File: src/hdl/rtnh_pkg.sv
`timescale 1ns / 1ps
`default_nettype none
// ----------------------------------------------------------------------------
// rtnh_pkg: shared types and constants for the ray/triangle hit block
// Field widths, register indexes, controller/datapath command and status.
// ----------------------------------------------------------------------------
package rtnh_pkg;
  localparam int FRAC_BITS = 16;
  localparam int UV_BITS = 16;
  localparam int EPS_SHIFT = 3 * FRAC_BITS - 17;
  localparam int DW = 128;

  localparam logic [2:0] REG_ORG_X = 3'd0;
  localparam logic [2:0] REG_ORG_Y = 3'd1;
  localparam logic [2:0] REG_ORG_Z = 3'd2;
  localparam logic [2:0] REG_DIR_X = 3'd3;
  localparam logic [2:0] REG_DIR_Y = 3'd4;
  localparam logic [2:0] REG_DIR_Z = 3'd5;
  localparam logic [2:0] REG_RANGE = 3'd6;
  localparam logic [2:0] REG_MODE = 3'd7;

  // datapath micro-operations
  localparam logic [3:0] OP_NONE = 4'd0;
  localparam logic [3:0] OP_LOAD = 4'd1;  // capture item, form edges
  localparam logic [3:0] OP_MUL = 4'd2;   // one product into accumulator
  localparam logic [3:0] OP_STORE = 4'd3; // last product; sum into p/q slot or det/u/v/t
  localparam logic [3:0] OP_FOLD = 4'd4;  // sign fold and tests
  localparam logic [3:0] OP_DIV_T = 4'd5;
  localparam logic [3:0] OP_DIV_U = 4'd6;
  localparam logic [3:0] OP_DIV_V = 4'd7;
  localparam logic [3:0] OP_DSTEP = 4'd8; // one divider bit
  localparam logic [3:0] OP_DDONE = 4'd9; // latch quotient, check range
  localparam logic [3:0] OP_FINISH = 4'd10;

  typedef struct packed {
    logic [3:0] op;
    logic [4:0] sel;   // program step for OP_MUL/OP_STORE
    logic       first; // clear accumulator on this product
    logic       sub;   // subtract product
    logic       half;  // upper half of a wide operand, weighted by 2^33
  } rtnh_cmd_t;

  typedef struct packed {
    logic pass;  // geometric tests passed
    logic inrng; // quotient in range after OP_DDONE
    logic dbusy; // divider still iterating
  } rtnh_sts_t;
endpackage
`default_nettype wire

File: src/hdl/rtnh_ctrl.sv
`timescale 1ns / 1ps
`default_nettype none
// ----------------------------------------------------------------------------
// rtnh_ctrl: sequencer for the hit test
// Steps the product program; on a pass divides t, then u and v if in range.
// ----------------------------------------------------------------------------
module rtnh_ctrl (
  input  wire                     clk,
  input  wire                     rst,
  input  wire                     in_valid,
  output logic                    in_ready,
  output logic                    out_valid,
  input  wire                     out_ready,
  input  rtnh_pkg::rtnh_sts_t     sts,
  output rtnh_pkg::rtnh_cmd_t     cmd
);
  import rtnh_pkg::*;

  localparam logic [3:0] S_IDLE = 4'd0;
  localparam logic [3:0] S_PROG = 4'd1;
  localparam logic [3:0] S_FOLD = 4'd2;
  localparam logic [3:0] S_DT = 4'd3;
  localparam logic [3:0] S_DTW = 4'd4;
  localparam logic [3:0] S_DTC = 4'd5;
  localparam logic [3:0] S_DU = 4'd6;
  localparam logic [3:0] S_DUW = 4'd7;
  localparam logic [3:0] S_DV = 4'd8;
  localparam logic [3:0] S_DVW = 4'd9;
  localparam logic [3:0] S_FIN = 4'd10;
  localparam logic [3:0] S_OUT = 4'd11;
  localparam logic [4:0] PROG_LAST = 5'd23;

  logic [3:0] state, state_next;
  logic [4:0] pc, pc_next;
  logic       half, half_next;

  // product program: step -> flags; see datapath for operands
  function automatic logic [3:0] prog_flags(input logic [4:0] p);
    // {wide, store_after, first, sub}; wide steps go through in two halves
    case (p)
      5'd0, 5'd2, 5'd4, 5'd12, 5'd14, 5'd16: prog_flags = 4'b0010;
      5'd1, 5'd3, 5'd5, 5'd13, 5'd15, 5'd17: prog_flags = 4'b0101;
      5'd6, 5'd9, 5'd18, 5'd21: prog_flags = 4'b1010;
      5'd7, 5'd10, 5'd19, 5'd22: prog_flags = 4'b1000;
      5'd8, 5'd11, 5'd20, 5'd23: prog_flags = 4'b1100;
      default: prog_flags = 4'b0000;
    endcase
  endfunction

  always_ff @(posedge clk) begin
    if (rst) begin
      state <= S_IDLE;
      pc <= '0;
      half <= 1'b0;
    end else begin
      state <= state_next;
      pc <= pc_next;
      half <= half_next;
    end
  end

  always_comb begin
    logic [3:0] f;
    f = prog_flags(pc);
    state_next = state;
    pc_next = pc;
    half_next = half;
    cmd = '{op: OP_NONE, sel: pc, first: 1'b0, sub: 1'b0, half: 1'b0};
    in_ready = (state == S_IDLE);
    out_valid = (state == S_OUT);
    case (state)
      S_IDLE: begin
        if (in_valid) begin
          cmd.op = OP_LOAD;
          state_next = S_PROG;
          pc_next = '0;
          half_next = 1'b0;
        end
      end
      S_PROG: begin
        cmd.op = OP_MUL;
        cmd.half = half;
        cmd.first = f[1] && !half;
        cmd.sub = f[0];
        if (f[2] && (!f[3] || half)) begin
          cmd.op = OP_STORE;
        end
        if (f[3] && !half) begin
          half_next = 1'b1;
        end else begin
          half_next = 1'b0;
          if (pc == PROG_LAST) begin
            state_next = S_FOLD;
          end else begin
            pc_next = pc + 5'd1;
          end
        end
      end
      S_FOLD: begin
        cmd.op = OP_FOLD;
        state_next = S_DT;
      end
      S_DT: begin
        if (sts.pass) begin
          cmd.op = OP_DIV_T;
          state_next = S_DTW;
        end else begin
          state_next = S_FIN;
        end
      end
      S_DTW: begin
        cmd.op = OP_DSTEP;
        if (!sts.dbusy) state_next = S_DTC;
      end
      S_DTC: begin
        cmd.op = OP_DDONE;
        state_next = S_DU;
      end
      S_DU: begin
        if (sts.inrng) begin
          cmd.op = OP_DIV_U;
          state_next = S_DUW;
        end else begin
          state_next = S_FIN;
        end
      end
      S_DUW: begin
        cmd.op = OP_DSTEP;
        if (!sts.dbusy) state_next = S_DV;
      end
      S_DV: begin
        cmd.op = OP_DIV_V;
        state_next = S_DVW;
      end
      S_DVW: begin
        cmd.op = OP_DSTEP;
        if (!sts.dbusy) state_next = S_FIN;
      end
      S_FIN: begin
        cmd.op = OP_FINISH;
        state_next = S_OUT;
      end
      S_OUT: begin
        if (out_ready) state_next = S_IDLE;
      end
      default: state_next = S_IDLE;
    endcase
  end
endmodule
`default_nettype wire

File: config.mk
export PLATFORM = sky130hd
export DESIGN_NAME = rtnh_ctrl
export DESIGN_NICKNAME = d
export VERILOG_FILES = /design/src/hdl/rtnh_pkg.sv /design/src/hdl/rtnh_ctrl.sv
export SDC_FILE = /design/constraint.sdc
export NUM_CORES = 1
export LEC_CHECK = 0
export BUFFER_PORTS_ARGS = -buffer_cell sky130_fd_sc_hd__buf_2
export CAP_MARGIN = 20
export CORE_ASPECT_RATIO = 0.7
export CORE_MARGIN = 2
export CORE_UTILIZATION = 31
export CTS_CLUSTER_DIAMETER = 60
export DETAILED_ROUTE_END_ITERATION = 8
export HOLD_SLACK_MARGIN = 0.12
export SETUP_SLACK_MARGIN = 0.1
export SYNTH_ARGS = -nofsm -noshare
export SYNTH_HDL_FRONTEND = slang
export SYNTH_SLANG_ARGS = --single-unit
File: constraint.sdc
create_clock -name clk -period 3.2 [get_ports clk]
set_clock_uncertainty 0.15 [all_clocks]
set_input_delay 0.32 -clock clk [delete_from_list [all_inputs] [get_ports clk]]
set_output_delay 0.32 -clock clk [all_outputs]
set_load 0.005 [all_outputs]
==> reports/results.tsv <==
metric	value	unit
clockRootBuffer	clkbuf_8	
antenna_left	0	
worst-path-buf-inv	1	
synth_seq_cells	14	
critPathRequiredTime	3.21	ns
cts_tree	yes	
r2r-start	state[1]	
clock_sinks	14	
grt_pass1_wl	4600	um
path_max_fanout	12	
post_cts_resized	0	
cts_hold_buf	0	
start_kind	register	
std_cell_rows	18	
cts.clk_slew.worst_paths	0.05	ns
dieArea	0.00421	mm2
ios	21	
drt_iter0_drc	118	
antenna_found_initial	0	
layout_commonest_cell	buf_2	
pwr_density_cell	572	mW/mm2
placed_area	0.00130	mm2
viasPerCell	5.52	
status	finished clean	
io_buffer_count	20	
r2r_slack	0.47	ns
drcViolationCount	0	
slew_headroom	0.611	
gr-usage-all-layers	0.141	
synth_cell_types	50	
clock.fmax	0.367	GHz
post_cts_buffers	0	
gp_congestion	0.886	
drt-total-wl	2890	um
tightest_slew	0.582	ns
final_util	0.379	
chipWidth	76.7	um
synth_area_leaders	dfxtp_1 24%, a21oi_1 5.2%, o21ai_0 3.5%	
crit_chain	or4b_4 -> or3_1 -> mux2i_1 -> nor2_1 -> inv_1 -> ha_1 -> nand2_1 -> a211o_1 -> o211ai_1	
first_pass_iters	4	
peakVddDrop	0.268	mV
overflow	0	
holdPathStages	3	
synth_nets	157	
nets	178	
htreeDepth	1	
initial_core_util	0.324	
finalHoldViolCount	0	
grt_pass1_vias	963	
cp_slowest_cell	or4b_4	
drive_above_1_share	0.235	
syn_avg_cell_area	7.80	um2
period_share	0.853	
setup_viol	0	
syn2layout_area_growth	16.9	%
leakagePower	0.546	nW
min_to	state[2]	
hp-start	sts[0]	
syn_inst	147	
reg2reg_depth	9	
synth_top_area_share	0.245	
fill_cells	377	
die_h	54.9	um
rsz0062_at_grt	no	
yosysTopAreaCell	dfxtp_1	
setup_tns	0	ns
yosysWarningCount	0	
critPathKind	register to register	
netlist_area	0.00115	mm2
cp.arrival	2.74	ns
core_area	0.00354	mm2
wl_per_cell	13.4	um
slew_violations	0	
hp-class	input port to register	
fin_area	0.00134	mm2
synth_edf_count	0	
insertion_delay	0.24	ns
clk_path_buf_depth	2	
post-dp-hpwl	2220	um
numCtsBuffers	3	
worstSetupEndpointType	register	
grt_max_degree	20	
vias	1193	
diodes	0	
cp_top_family	simple AND/OR/NAND/NOR gates	
cpPeakStageDelay	0.62	ns
async_flop_share	0	
max_cap_violations	0	
ys_seq_area_frac	0.245	
ys.flop_type	dfxtp_1	
period_needed	2.73	ns
final_cell_mix	20 x buf_2, 14 x dfxtp_1, 12 x a21oi_1	
==> through the flow <==
step / setup WS, ns / total power [mW] / hold WS (ns) / cells
floorplan: 0.633 / 0.509 / 0.324 / 147
global placement: 0.569 / 0.618 / 0.368 / 213
detailed placement: 0.494 / 0.622 / 0.372 / 213
CTS: 0.477 / 0.766 / 0.199 / 216
global route: 0.335 / 0.830 / 0.213 / 216
finish: 0.472 / 0.766 / 0.204 / 216
==> area by class of cell <==
| cell class | count | area, um2 | share of cell area |
|---|---|---|---|
| multi-input cells | 117 | 788 | 0.588 |
| flip-flops and latches | 14 | 280 | 0.209 |
| repair buffers | 26 | 145 | 0.108 |
| well taps | 50 | 62.6 | 0.0467 |
| clock buffers | 3 | 41.3 | 0.0308 |
| inverters | 6 | 22.5 | 0.0168 |
==> logic make-up (layout without fill, tap and decap cells) <==
kind of cell | Yosys count | after routing | synth area share
AND/OR/NAND/NOR | 58 | 58 | 0.296
AO/OA/AOI/OAI | 51 | 51 | 0.317
adder cells (fa/ha/maj) | 3 | 3 | 0.0328
multiplexers | 3 | 3 | 0.0273
XOR/XNOR | 2 | 2 | 0.0153
flip-flops | 14 | 14 | 0.245
buffers and inverters | 16 | 35 | 0.0677
==> report_power, final <==
| part | switching [mW] | leakage (nW) | internal [mW] |
|---|---|---|---|
| clock network | 0.0586 | 0.0216 | 0.0832 |
| logic | 0.231 | 0.411 | 0.181 |
| registers | 0.0125 | 0.114 | 0.200 |
==> per-layer routing <==
metal / global-route usage / wire length (um) / vias up
li1: - / - / 589
met2: 0.203 / 1210 / 34
met3: 0.0297 / 140 / 5
met1: 0.205 / 1490 / 565
met4: 0.0576 / 39 / 0
met5: 0 / 0 / -
==> worst max-delay path by stage <==
stage                          end  startpoint  cells after the start  slack [ns]
after floorplan           register    state[2]                      9        0.63
after global placement    register    state[1]                      9        0.57
after detailed placement  register    state[1]                      9        0.49
after CTS                 register    state[1]                      9        0.48
after global routing      register    state[1]                      9        0.33
final                     register    state[1]                      9        0.47
==> synth_stat cells (3+ instances only) <==
cell type   n
dfxtp_1    14
a21oi_1    12
nand2_1    10
o21ai_0     8
nand3_1     7
inv_1       6
nand2b_1    6
nor2_1      6
clkbuf_1    5
nor2b_1     5
a211o_1     3
a21o_1      3
a32oi_1     3
and2_1      3
ha_1        3
nor3_1      3
nor3b_1     3
o31ai_1     3
==> worst min-delay path, cell delays in order <==
cell and delay (ns):
buf_2 0.10, nand4_1 0.07, a21oi_1 0.06
(Power assumes the default switching activity.)
